### src/rtl/best_fit_block_allocator_macros.svh
// -----------------------------------------------------------------------------
// best_fit_block_allocator_macros.svh
// Assertion shorthands for the best-fit allocator. Expect clk and arst_n in scope.
// -----------------------------------------------------------------------------
`ifndef BEST_FIT_BLOCK_ALLOCATOR_MACROS_SVH
`define BEST_FIT_BLOCK_ALLOCATOR_MACROS_SVH

// same-cycle implication
`define BFBA_ASSERT_NOW(lbl, ante, cons) \
	lbl: assert property (@(posedge clk) disable iff (!arst_n) (ante) |-> (cons)) \
		else $error("bfba assertion failed");

// next-cycle implication
`define BFBA_ASSERT_NEXT(lbl, ante, cons) \
	lbl: assert property (@(posedge clk) disable iff (!arst_n) (ante) |=> (cons)) \
		else $error("bfba assertion failed");

`endif

### src/rtl/bfba_pkg.sv
// -----------------------------------------------------------------------------
// bfba_pkg
// Types and constants shared by the best-fit allocator modules.
// -----------------------------------------------------------------------------
`timescale 1ns / 1ps

package bfba_pkg;

	localparam int MAX_BLOCKS_DEF = 64;
	localparam int CFG_W          = 7;
	localparam int SIZE_W         = 16;
	localparam int PID_W          = 16;
	localparam int BIDX_W         = 6;

	localparam logic [PID_W-1:0] NO_OWNER = 16'hFFFF;

	localparam logic OP_LOAD  = 1'b0;
	localparam logic OP_ALLOC = 1'b1;

	localparam logic [1:0] STAT_LOADED = 2'd0;
	localparam logic [1:0] STAT_ALLOC  = 2'd1;
	localparam logic [1:0] STAT_WAIT   = 2'd2;

	typedef struct packed {
		logic              operation;
		logic [BIDX_W-1:0] block_index;
		logic [SIZE_W-1:0] size;
		logic              block_free;
		logic [PID_W-1:0]  process_id;
	} cmd_t;

	typedef struct packed {
		logic [1:0]        status;
		logic [BIDX_W-1:0] chosen_block;
	} res_t;

	// table port controls
	typedef struct packed {
		logic wr_en;
		logic size_wr;
		logic free_val;
		logic rd_en;
	} tbl_ctl_t;

endpackage

### src/rtl/bfba_table.sv
// -----------------------------------------------------------------------------
// bfba_table
// Block table: size and owner memories, free flags in resettable flops.
// -----------------------------------------------------------------------------
`timescale 1ns / 1ps

module bfba_table #(
	parameter int MAX_BLOCKS = bfba_pkg::MAX_BLOCKS_DEF,
	parameter int IDX_W      = $clog2(MAX_BLOCKS)
) (
	input  logic                         clk,
	input  logic                         arst_n,
	input  bfba_pkg::tbl_ctl_t           ctl,
	input  logic [IDX_W-1:0]             wr_addr,
	input  logic [bfba_pkg::SIZE_W-1:0]  wr_size,
	input  logic [bfba_pkg::PID_W-1:0]   wr_owner,
	input  logic [IDX_W-1:0]             rd_addr,
	output logic [bfba_pkg::SIZE_W-1:0]  rd_size,
	output logic                         rd_free
);

	logic [bfba_pkg::SIZE_W-1:0] size_mem [MAX_BLOCKS];
	logic [bfba_pkg::PID_W-1:0]  owner_mem [MAX_BLOCKS];
	logic [MAX_BLOCKS-1:0]       free_q;
	logic [bfba_pkg::SIZE_W-1:0] rd_size_q;
	logic                        rd_free_q;

	always_ff @(posedge clk) begin
		if (ctl.wr_en && ctl.size_wr) begin
			size_mem[wr_addr] <= wr_size;
		end
		if (ctl.wr_en) begin
			owner_mem[wr_addr] <= wr_owner;
		end
		if (ctl.rd_en) begin
			rd_size_q <= size_mem[rd_addr];
			rd_free_q <= free_q[rd_addr];
		end
	end

	// never-loaded entries stay not free, so stale sizes are never used
	always_ff @(posedge clk or negedge arst_n) begin
		if (!arst_n) begin
			free_q <= '0;
		end else if (ctl.wr_en) begin
			free_q[wr_addr] <= ctl.free_val;
		end
	end

	assign rd_size = rd_size_q;
	assign rd_free = rd_free_q;

endmodule

### src/rtl/bfba_seq.sv
// -----------------------------------------------------------------------------
// bfba_seq
// Sequencer and shared compare unit: one table entry examined per cycle.
// -----------------------------------------------------------------------------
`timescale 1ns / 1ps
`include "best_fit_block_allocator_macros.svh"

module bfba_seq #(
	parameter int MAX_BLOCKS = bfba_pkg::MAX_BLOCKS_DEF,
	parameter int IDX_W      = $clog2(MAX_BLOCKS)
) (
	input  logic                         clk,
	input  logic                         arst_n,
	input  logic                         start,
	input  bfba_pkg::cmd_t               cmd,
	input  logic [bfba_pkg::CFG_W-1:0]   blocks_in_use,
	output logic                         busy,
	output logic                         done,
	output bfba_pkg::res_t               result,
	output bfba_pkg::tbl_ctl_t           ctl,
	output logic [IDX_W-1:0]             wr_addr,
	output logic [bfba_pkg::SIZE_W-1:0]  wr_size,
	output logic [bfba_pkg::PID_W-1:0]   wr_owner,
	output logic [IDX_W-1:0]             rd_addr,
	input  logic [bfba_pkg::SIZE_W-1:0]  rd_size,
	input  logic                         rd_free
);

	localparam int LIM_W = $clog2(MAX_BLOCKS + 1);
	localparam int CNT_W = (LIM_W > bfba_pkg::CFG_W) ? LIM_W : bfba_pkg::CFG_W;

	typedef enum logic [3:0] {
		S_IDLE   = 4'b0001,
		S_SCAN   = 4'b0010,
		S_FLUSH  = 4'b0100,
		S_COMMIT = 4'b1000
	} state_t;

	state_t                      state_q;
	logic                        op_q;
	logic [bfba_pkg::SIZE_W-1:0] req_q;
	logic [bfba_pkg::PID_W-1:0]  pid_q;
	logic [IDX_W-1:0]            addr_q;
	logic [IDX_W-1:0]            last_q;
	logic                        vld_s1;
	logic [IDX_W-1:0]            idx_s1;
	logic                        found_q;
	logic [bfba_pkg::SIZE_W-1:0] best_size_q;
	logic [IDX_W-1:0]            best_q;
	logic                        done_q;
	bfba_pkg::res_t              res_q;

	logic                        accept;
	logic [CNT_W-1:0]            lim_raw;
	logic [CNT_W-1:0]            lim;
	logic                        idx_ok;
	logic                        hit;

	assign accept  = start && (state_q == S_IDLE);
	assign lim_raw = CNT_W'(blocks_in_use);
	assign lim     = (lim_raw > CNT_W'(MAX_BLOCKS)) ? CNT_W'(MAX_BLOCKS) : lim_raw;
	assign idx_ok  = CNT_W'(cmd.block_index) < CNT_W'(MAX_BLOCKS);

	// shared compare unit: free, large enough, strictly smaller than best so far
	assign hit = vld_s1 && rd_free && (rd_size >= req_q) &&
		(!found_q || (rd_size < best_size_q));

	// table port: load write at accept, allocation commit at the end
	always_comb begin
		ctl      = '0;
		wr_addr  = best_q;
		wr_size  = cmd.size;
		wr_owner = pid_q;
		rd_addr  = addr_q;
		if (accept && (cmd.operation == bfba_pkg::OP_LOAD) && idx_ok) begin
			ctl.wr_en    = 1'b1;
			ctl.size_wr  = 1'b1;
			ctl.free_val = cmd.block_free;
			wr_addr      = IDX_W'(cmd.block_index);
			wr_owner     = cmd.block_free ? bfba_pkg::NO_OWNER : cmd.process_id;
		end else if ((state_q == S_COMMIT) && (op_q == bfba_pkg::OP_ALLOC) && found_q) begin
			ctl.wr_en    = 1'b1;
			ctl.free_val = 1'b0;
		end
		ctl.rd_en = (state_q == S_SCAN);
	end

	always_ff @(posedge clk or negedge arst_n) begin
		if (!arst_n) begin
			state_q <= S_IDLE;
			vld_s1  <= 1'b0;
			found_q <= 1'b0;
			done_q  <= 1'b0;
		end else begin
			done_q <= 1'b0;
			vld_s1 <= 1'b0;
			if (hit) begin
				found_q <= 1'b1;
			end
			case (state_q)
				S_IDLE: begin
					if (accept) begin
						found_q <= 1'b0;
						if ((cmd.operation == bfba_pkg::OP_ALLOC) && (lim != '0)) begin
							state_q <= S_SCAN;
						end else begin
							state_q <= S_COMMIT;
						end
					end
				end
				S_SCAN: begin
					vld_s1 <= 1'b1;
					if (addr_q == last_q) begin
						state_q <= S_FLUSH;
					end
				end
				S_FLUSH: begin
					state_q <= S_COMMIT;
				end
				S_COMMIT: begin
					done_q  <= 1'b1;
					state_q <= S_IDLE;
				end
				default: begin
					state_q <= S_IDLE;
				end
			endcase
		end
	end

	always_ff @(posedge clk) begin
		if (accept) begin
			op_q   <= cmd.operation;
			req_q  <= cmd.size;
			pid_q  <= cmd.process_id;
			addr_q <= '0;
			last_q <= IDX_W'(lim - CNT_W'(1));
		end else if ((state_q == S_SCAN) && (addr_q != last_q)) begin
			addr_q <= addr_q + IDX_W'(1);
		end
		if (state_q == S_SCAN) begin
			idx_s1 <= addr_q;
		end
		if (hit) begin
			best_size_q <= rd_size;
			best_q      <= idx_s1;
		end
		if (state_q == S_COMMIT) begin
			if (op_q == bfba_pkg::OP_LOAD) begin
				res_q.status       <= bfba_pkg::STAT_LOADED;
				res_q.chosen_block <= '0;
			end else if (found_q) begin
				res_q.status       <= bfba_pkg::STAT_ALLOC;
				res_q.chosen_block <= bfba_pkg::BIDX_W'(best_q);
			end else begin
				res_q.status       <= bfba_pkg::STAT_WAIT;
				res_q.chosen_block <= '0;
			end
		end
	end

	assign busy   = (state_q != S_IDLE);
	assign done   = done_q;
	assign result = res_q;

	`BFBA_ASSERT_NOW(a_done_idle, done_q, state_q == S_IDLE)
	`BFBA_ASSERT_NOW(a_vld_scan, vld_s1, (state_q == S_SCAN) || (state_q == S_FLUSH))
	`BFBA_ASSERT_NOW(a_best_in_range, (state_q == S_COMMIT) && found_q, best_q <= last_q)
	`BFBA_ASSERT_NEXT(a_scan_start,
		accept && (cmd.operation == bfba_pkg::OP_ALLOC) && (lim != '0), state_q == S_SCAN)

endmodule

### src/rtl/best_fit_block_allocator.sv
// -----------------------------------------------------------------------------
// best_fit_block_allocator
// Best-fit allocator over a table of fixed memory blocks.
// -----------------------------------------------------------------------------
// Usage:
//  - Command channel: an item (cmd) is taken on a clock edge with start high
//    and busy low. A load item writes one table entry; an allocate item scans
//    entries 0 .. blocks_in_use-1 (clamped to MAX_BLOCKS) for the smallest free
//    block that fits, lowest index on a tie, and marks it taken.
//  - Result: done pulses for one cycle with result valid; there is no stall,
//    the receiver must take it in that cycle.
//  - Sequence: a load goes from accept straight to the commit state, as does an
//    allocation when N, the clamped blocks_in_use, is zero. Otherwise an
//    allocation passes through the scan, a flush state and the commit state.
//    The scan reads one entry of the size memory per cycle through its single
//    read port.
//  - One item at a time; busy stays high until the result goes out, and a
//    new item may be accepted in the cycle done is high.
//  - Config: cfg_data writes blocks_in_use when cfg_valid is high; cfg_ready
//    is always high. Write it only while the block is idle.
//  - Reset: all free flags clear (no block free), blocks_in_use = 0, sequencer
//    idle. Sizes and owners are undefined until an entry is loaded.
// -----------------------------------------------------------------------------
`timescale 1ns / 1ps

module best_fit_block_allocator #(
	parameter int MAX_BLOCKS = bfba_pkg::MAX_BLOCKS_DEF
) (
	input  logic                        clk,
	input  logic                        arst_n,
	// command channel
	input  logic                        start,
	output logic                        busy,
	input  bfba_pkg::cmd_t              cmd,
	// result strobe
	output logic                        done,
	output bfba_pkg::res_t              result,
	// config write
	input  logic                        cfg_valid,
	output logic                        cfg_ready,
	input  logic [bfba_pkg::CFG_W-1:0]  cfg_data
);

	localparam int IDX_W = $clog2(MAX_BLOCKS);

	logic [bfba_pkg::CFG_W-1:0]  blocks_in_use_q;
	bfba_pkg::tbl_ctl_t          ctl;
	logic [IDX_W-1:0]            wr_addr;
	logic [bfba_pkg::SIZE_W-1:0] wr_size;
	logic [bfba_pkg::PID_W-1:0]  wr_owner;
	logic [IDX_W-1:0]            rd_addr;
	logic [bfba_pkg::SIZE_W-1:0] rd_size;
	logic                        rd_free;

	// config register; no back-pressure needed
	assign cfg_ready = 1'b1;

	always_ff @(posedge clk or negedge arst_n) begin
		if (!arst_n) begin
			blocks_in_use_q <= '0;
		end else if (cfg_valid && cfg_ready) begin
			blocks_in_use_q <= cfg_data;
		end
	end

	// sequencer with the shared compare unit
	bfba_seq #(
		.MAX_BLOCKS (MAX_BLOCKS),
		.IDX_W      (IDX_W)
	) u_seq (
		.clk           (clk),
		.arst_n        (arst_n),
		.start         (start),
		.cmd           (cmd),
		.blocks_in_use (blocks_in_use_q),
		.busy          (busy),
		.done          (done),
		.result        (result),
		.ctl           (ctl),
		.wr_addr       (wr_addr),
		.wr_size       (wr_size),
		.wr_owner      (wr_owner),
		.rd_addr       (rd_addr),
		.rd_size       (rd_size),
		.rd_free       (rd_free)
	);

	// block table: registered read, one write port
	bfba_table #(
		.MAX_BLOCKS (MAX_BLOCKS),
		.IDX_W      (IDX_W)
	) u_table (
		.clk      (clk),
		.arst_n   (arst_n),
		.ctl      (ctl),
		.wr_addr  (wr_addr),
		.wr_size  (wr_size),
		.wr_owner (wr_owner),
		.rd_addr  (rd_addr),
		.rd_size  (rd_size),
		.rd_free  (rd_free)
	);

endmodule

### config.mk
export PLATFORM = sky130hd
export DESIGN_NAME = best_fit_block_allocator
export DESIGN_NICKNAME = d
export VERILOG_FILES = /design/src/rtl/bfba_pkg.sv /design/src/rtl/bfba_table.sv /design/src/rtl/bfba_seq.sv /design/src/rtl/best_fit_block_allocator.sv
export VERILOG_INCLUDE_DIRS = /design/src /design/src/rtl
export SDC_FILE = /design/constraint.sdc
export NUM_CORES = 1
export LEC_CHECK = 0
export ABC_CLOCK_PERIOD_IN_PS = 3550
export BUFFER_PORTS_ARGS = -buffer_cell sky130_fd_sc_hd__clkbuf_2
export CORE_MARGIN = 8
export CORE_UTILIZATION = 40
export CTS_CLUSTER_DIAMETER = 30
export DETAILED_ROUTE_END_ITERATION = 10
export PLACE_DENSITY = 0.65
export SLEW_MARGIN = 10
export SYNTH_ARGS = -nofsm -noshare
export SYNTH_HDL_FRONTEND = slang
export SYNTH_SLANG_ARGS = --single-unit
### constraint.sdc
create_clock -name clk -period 3.55 [get_ports clk]
set_input_delay 0.1775 -clock clk [delete_from_list [all_inputs] [get_ports clk]]
set_output_delay 0.1775 -clock clk [all_outputs]
set_load 0.01 [all_outputs]
Word level (Yosys, flattened, before mapping)
Memory sizes are Yosys's and may differ from the RTL's. A register that Yosys moved wholly into a read port is not among the register bits.
Cells that the tools add are included.

word-level totals
  bits in registers = 144
  latch bits = 0
  word-level logic and storage cells = 74
  memory bits (read-only) = 0
  RAM bits = 1024
  output and inout bits = 11
  memories = 1

cells by class
  reductions and logical operators = 16
  add/subtract/negate cells = 2
  bitwise gates (word level) = 1
  eq/ne operators = 9
  shifts and indexed selects = 0
  multiplexer cells = 23
  magnitude comparators = 6
  div/mod/pow operators = 0
  $mul = 0

memories
  name              depth  width  rd ports  clocked after memory_dff  wr ports  RTL line          RTL
  u_table.size_mem  64     16     1         1                         1         bfba_table.sv:22  logic [bfba_pkg::SIZE_W-1:0] size_mem [MAX_BLOCKS];

operators by type and width
  cell                                                               count
  bitwise mux 64 bit                                                 1
  greater-or-equal comparator 16 bit                                 1
  < comparator 16 bit                                                1
  < comparator 6 x 7 -> 1 bit, second input constant                 2
  2-to-1 mux 1 bit                                                   13
  2-to-1 mux 4 bit                                                   3
  case mux 4 bit (3 select lines)                                    1
  logical AND 1 bit                                                  11
  2-to-1 mux 8 bit                                                   1
  > comparator 7 bit, second input constant                          1
  2-to-1 mux 7 bit                                                   1
  nonzero test 7 bit                                                 1
  adder 6 x 1 -> 6 bit, second input constant                        1
  binary-select mux 1 bit (select 6 bit)                             1
  demux 1 bit (select 6 bit)                                         1
  equality test 6 bit                                                1
  greater-or-equal comparator 6 x 1 -> 1 bit, second input constant  1
  2-to-1 mux 6 bit                                                   1
  inequality test 6 bit                                              1
  subtractor 6 x 1 -> 6 bit, second input constant                   1
  equality test 4 x 1 -> 1 bit, second input constant                1
  equality test 4 x 2 -> 1 bit, second input constant                1
  equality test 4 x 3 -> 1 bit, second input constant                1
  equality test 4 bit, second input constant                         1
  other kinds (6)                                                    8

Longest topological paths before layout
  word-level depth = 9
  mapped depth = 11
  gate-level depth less buffers = 8

Modules after synthesis
Synthesis repeated with hierarchy kept, for this count alone.

unflattened totals
  cells, all modules = 2447
  area, all modules = 47837.1 um2

by module, submodules not included
  module                    cells an instance  instances  area an instance (um2)
  bfba_table                2076               1          43249.0
  bfba_seq                  354                1          4285.4
  best_fit_block_allocator  17                 1          302.8

Worst setup path before layout
Ideal clock, no wire load.

  kind = reg2reg
  start = register u_table.rd_size_q, in the netlist u_table.rd_size[5], read port of u_table.size_mem
  end = register u_seq.best_q[0] (enable)
  library setup time = 0.435 ns
  stages on the path, launching flop included = 8
  data required time = 3.115 ns
  data arrival time = 3.119 ns
  path slack = -0.004 ns
  path buffers = 0
  cell sequence = edfxtp_1 > ha_1 > a21oi_1 > nor2_1 > a211oi_1 > o21ai_0 > a211o_1 > a21boi_0

between the ends
  longest elaborated chain between the ends = 3
  elaborated cells on any way between the ends = 5
  those cells by class = order compare (2); reduce/logical (3)

ends and longest elaborated chain
  element                                                                           RTL line                        RTL
  start: declaration                                                                bfba_table.sv:25                logic [bfba_pkg::SIZE_W-1:0] rd_size_q;
  greater-or-equal comparator 16 bit / < comparator 16 bit (equally long branches)  bfba_seq.sv:65, bfba_seq.sv:66
  logical AND 1 bit / logical OR 1 bit (equally long branches)                      bfba_seq.sv:65, bfba_seq.sv:66
  logical AND 1 bit (*)                                                             bfba_seq.sv:65                  assign hit = vld_s1 && rd_free && (rd_size >= req_q) &&
  net u_seq.hit                                                                     bfba_seq.sv:57                  logic hit;
  end signal: assignment                                                            bfba_seq.sv:146                 best_q <= idx_s1;
  end: declaration                                                                  bfba_seq.sv:49                  logic [IDX_W-1:0] best_q;

The timed path passes the listed nets; every way through them passes the cells marked *.
A chain may end at the register's enable or synchronous reset.

==> metrics.txt <==
status=finished clean; warning count from the yosys run=0; Post-Route WL=122 mm; hold crit path type=input pin to flop; total number of vias=25550; fmax=298 MHz; worst setup path end=u_table.rd_size[0]$_DFFE_PP_; clock latency on the worst-skew pair=780 ps; Rel. slew slack=16.5%; largest family of logic cells by synthesized area=multiplexers; post-layout min period=3350 ps; data required time at the worst endpoint=4150 ps; DRT antenna net count=0; skew final=57.2 ps; Fill cells=9280; Max Cap Violations=0; R2R Setup Slk=200 ps; # IOs=62; Core ar.=116000 sq um; Setup TNS=0 ps; Post-Syn Nets=2465; Starting Density=40.3%; htree depth=4; Post-synth EDFFs=1100; crit-path max FO=27; worst-margin pin slew=1250 ps; maximum VDD drop=0.422 mV; first-pass GRT wire length=177 mm; reg2reg path depth=7; post-synthesis xor/xnor area fraction=0.225%; Distinct cells, synth=64; FP Rows=125; combinational share of power=7.8%; post-synth top area share=70.6%; drc violations=0; register share of total power=41.7%; critical path arrival=3950 ps; post-synthesis simple-gate area fraction=2.72%; routed length per placed instance=27.5 microns; die area=128000 sq um; RSZ-0062 raised after global routing=false; Total Routing Usage GR=18.8%; Net Sw Power=8760 uW; register bit total from synthesis=1184; Placer Congestion=0.831; critical path class=flop to flop; reg-to-reg startpoint=u_seq.rd_addr[0]$_SDFFE_PP0P_; Setup Viol. Count Final=0; final-report hold violation count=0; PwrDens=664 nW/um^2; fraction of registers with async set/reset=6.59%; Max Transition Viols Final=0; Max Root-Sink Buffers=3; Setup crit start=u_seq.rd_addr[0]$_SDFFE_PP0P_; Die Ht=358 microns; Iter 0 DRT Violations=2924; critical path endpoint category=flop; cell area after synthesis=46800 sq um; Adder-Cell Fraction of Synth Area=0.882%; Port Buffers=44; first-pass iteration count of the detailed router=5; GRT overflow=0; Synth Area in Compound Gates=5.24%; area grow syn2layout=22.2%; vias in the first global route=25909; Setup crit start kind=flop; cells after synthesis=2381; Clk pwr share=50.5%; cell internal pwr=29200 uW; mux contribution to synthesized area=14.0%; initial antenna violation count=6; Top FF cell, synth=edfxtp_1; fin crit share=94.4%; clk sinks=1184; switching share of power=23.1%; cts bufs inserted=198; chip width=358 microns; Core Util, Final=49.3%; Clock Pin Slew Worst Setup and Hold Paths=50 ps; hpwl dp=75.1 mm; FF-to-FF End=u_table.rd_size[0]$_DFFE_PP_; via/cell ratio=5.76; largest net degree at the start of global routing=79; CTS tree=yes; Layout Nets=2825; layout cell share with drive strength beyond 1=30.5%; register area share after synthesis=75.0%; Synth Area per Inst=19.7 sq um; setup ws final=200 ps; CTS root buf=clkbuf_16; leakage=0.0189 uW; Place WS=328 ps; area leader, netlist=edfxtp_1; postcts setup bufs=0; leading post-synthesis cells by cell area=edfxtp_1 (71%), mux4_2 (11%), dfrtp_1 (4.1%)
==> sequential cells by signal, indices dropped and copies added (netlist names), 4 cells and up <==
register           flops
blocks_in_use_q        7
u_seq.best_q           6
u_seq.best_size_q     16
u_seq.idx_s1           6
u_seq.last_q           6
u_seq.rd_addr          6
u_seq.req_q           16
u_seq.result           8
u_seq.state_q          4
u_table.free_q        64
u_table.rd_size       16
u_table.size_mem    1024
==> stage by stage <==
stage	total power (uW)	std cells	area (sq um)	hold WS, ps
after floorplan	17900	2381	46800	-118
after global placement	18900	4047	50100	377
after detailed placement	19000	4047	50100	405
after CTS	38200	4436	57200	19.3
after global routing	39100	4436	57200	70.9
final	38000	4439	57200	83.6
==> cell families after synthesis <==
family                     count (synthesis)
xor gates and xnor gates                  12
muxes                                    363
buffers and inverters                    172
AOI/OAI and AO/OA                        366
DFF                                     1184
other                                      1
adders and majority gates                 33
and+or+nand+nor                          250
==> placed cells by master (no fill, tap or decap), types with 15 or more instances in the layout <==
master	synthesis	layout
clkinv_4	0	17
o22ai_1	33	33
clkinv_2	0	32
inv_1	40	40
nand2_1	41	41
mux4_2	230	230
nor2_1	99	94
clkbuf_1	48	16
mux2i_1	118	115
edfxtp_1	1100	1100
clkinvlp_4	0	24
a211oi_1	37	37
a21oi_1	40	40
bufinv_16	0	26
dlygate4sd3_1	0	18
a22oi_1	41	41
o21ai_0	89	89
dfrtp_1	77	77
o31ai_1	70	70
clkinv_1	0	24
inv_6	0	17
nor2b_1	20	19
buf_4	22	217
nand3_1	15	15
ha_1	33	33
clkbuf_2	0	40
clkbuf_16	0	200
==> synth_stat cells (all sizes together) (20+ instances only) <==
master	count
o21ai	89
mux2i	121
o22ai	33
nand2	49
nor2b	20
mux4	230
inv	41
dfrtp	77
nor2	99
o31ai	71
a211oi	37
ha	33
a21oi	40
clkbuf	48
edfxtp	1100
buf	83
a22oi	41
==> power groups by stage <==
| stage | Combinational (uW) | Clock, uW | Sequential [uW] |
|---|---|---|---|
| 2_1_floorplan | 1950 | 0 | 16000 |
| 3_3_place_gp | 2890 | 0 | 16100 |
| 3_5_place_dp | 2960 | 0 | 16100 |
| 4_1_cts | 3000 | 19400 | 15800 |
| 5_1_grt | 3170 | 20100 | 15800 |
| 6_report | 2970 | 19200 | 15800 |
==> how the worst min path moves through the flow <==
| stage | start | end | slack [ps] | depth (start not counted) |
|---|---|---|---|---|
| finish | cmd[36] | u_table.free_q[18]$_DFFE_PN0P_ | 80 | 4 |
| global route | cmd[16] | u_table.free_q[24]$_DFFE_PN0P_ | 70 | 3 |
| CTS | cmd[36] | u_table.free_q[19]$_DFFE_PN0P_ | 20 | 4 |
| detailed placement | u_seq.idx_s1[3]$_DFFE_PP_ | u_seq.best_q[3]$_DFFE_PP_ | 400 | 0 |
| global placement | arst_n | u_table.free_q[32]$_DFFE_PN0P_ | 380 | 1 |
| floorplan | arst_n | blocks_in_use_q[0]$_DFFE_PN0P_ | -120 | 0 |
==> repair_timing <==
action,CTS,global route
hold buffers,18,0
hold endpoints to repair,102,0
resized for setup,0,0
==> final cells by class <==
type / instances / area, sq um / area share (%)
Antenna cell: 3 / 7.51 / 0.0131
Clock buffer: 216 / 5060 / 8.86
Clock inverter: 155 / 1780 / 3.11
Inverter: 41 / 154 / 0.269
Multi-Input combinational cell: 1025 / 10900 / 19.0
Sequential cell: 1184 / 35100 / 61.4
Tap cell: 1524 / 1910 / 3.34
Timing Repair Buffer: 291 / 2280 / 4.00
==> layer usage <==
metal  share of wire [%]  global-route usage [%]  vias to the layer above
met5                   0                       0                        -
met4                 3.0                    6.34                        0
met3                 8.8                    4.09                      230
met2                  48                    30.1                     1282
met1                  41                    25.6                    13397
li1                    -                       -                    10641
==> critical path: stages, from the launching register on <==
cell	delay, ps
dfxtp_4	840
nand3b_1	560
o22ai_1	410
a211oi_1	90
buf_4	180
o21ai_0	600
nand3_1	250
a31oi_1	190
Note: power is estimated with default switching activity, not from simulation.
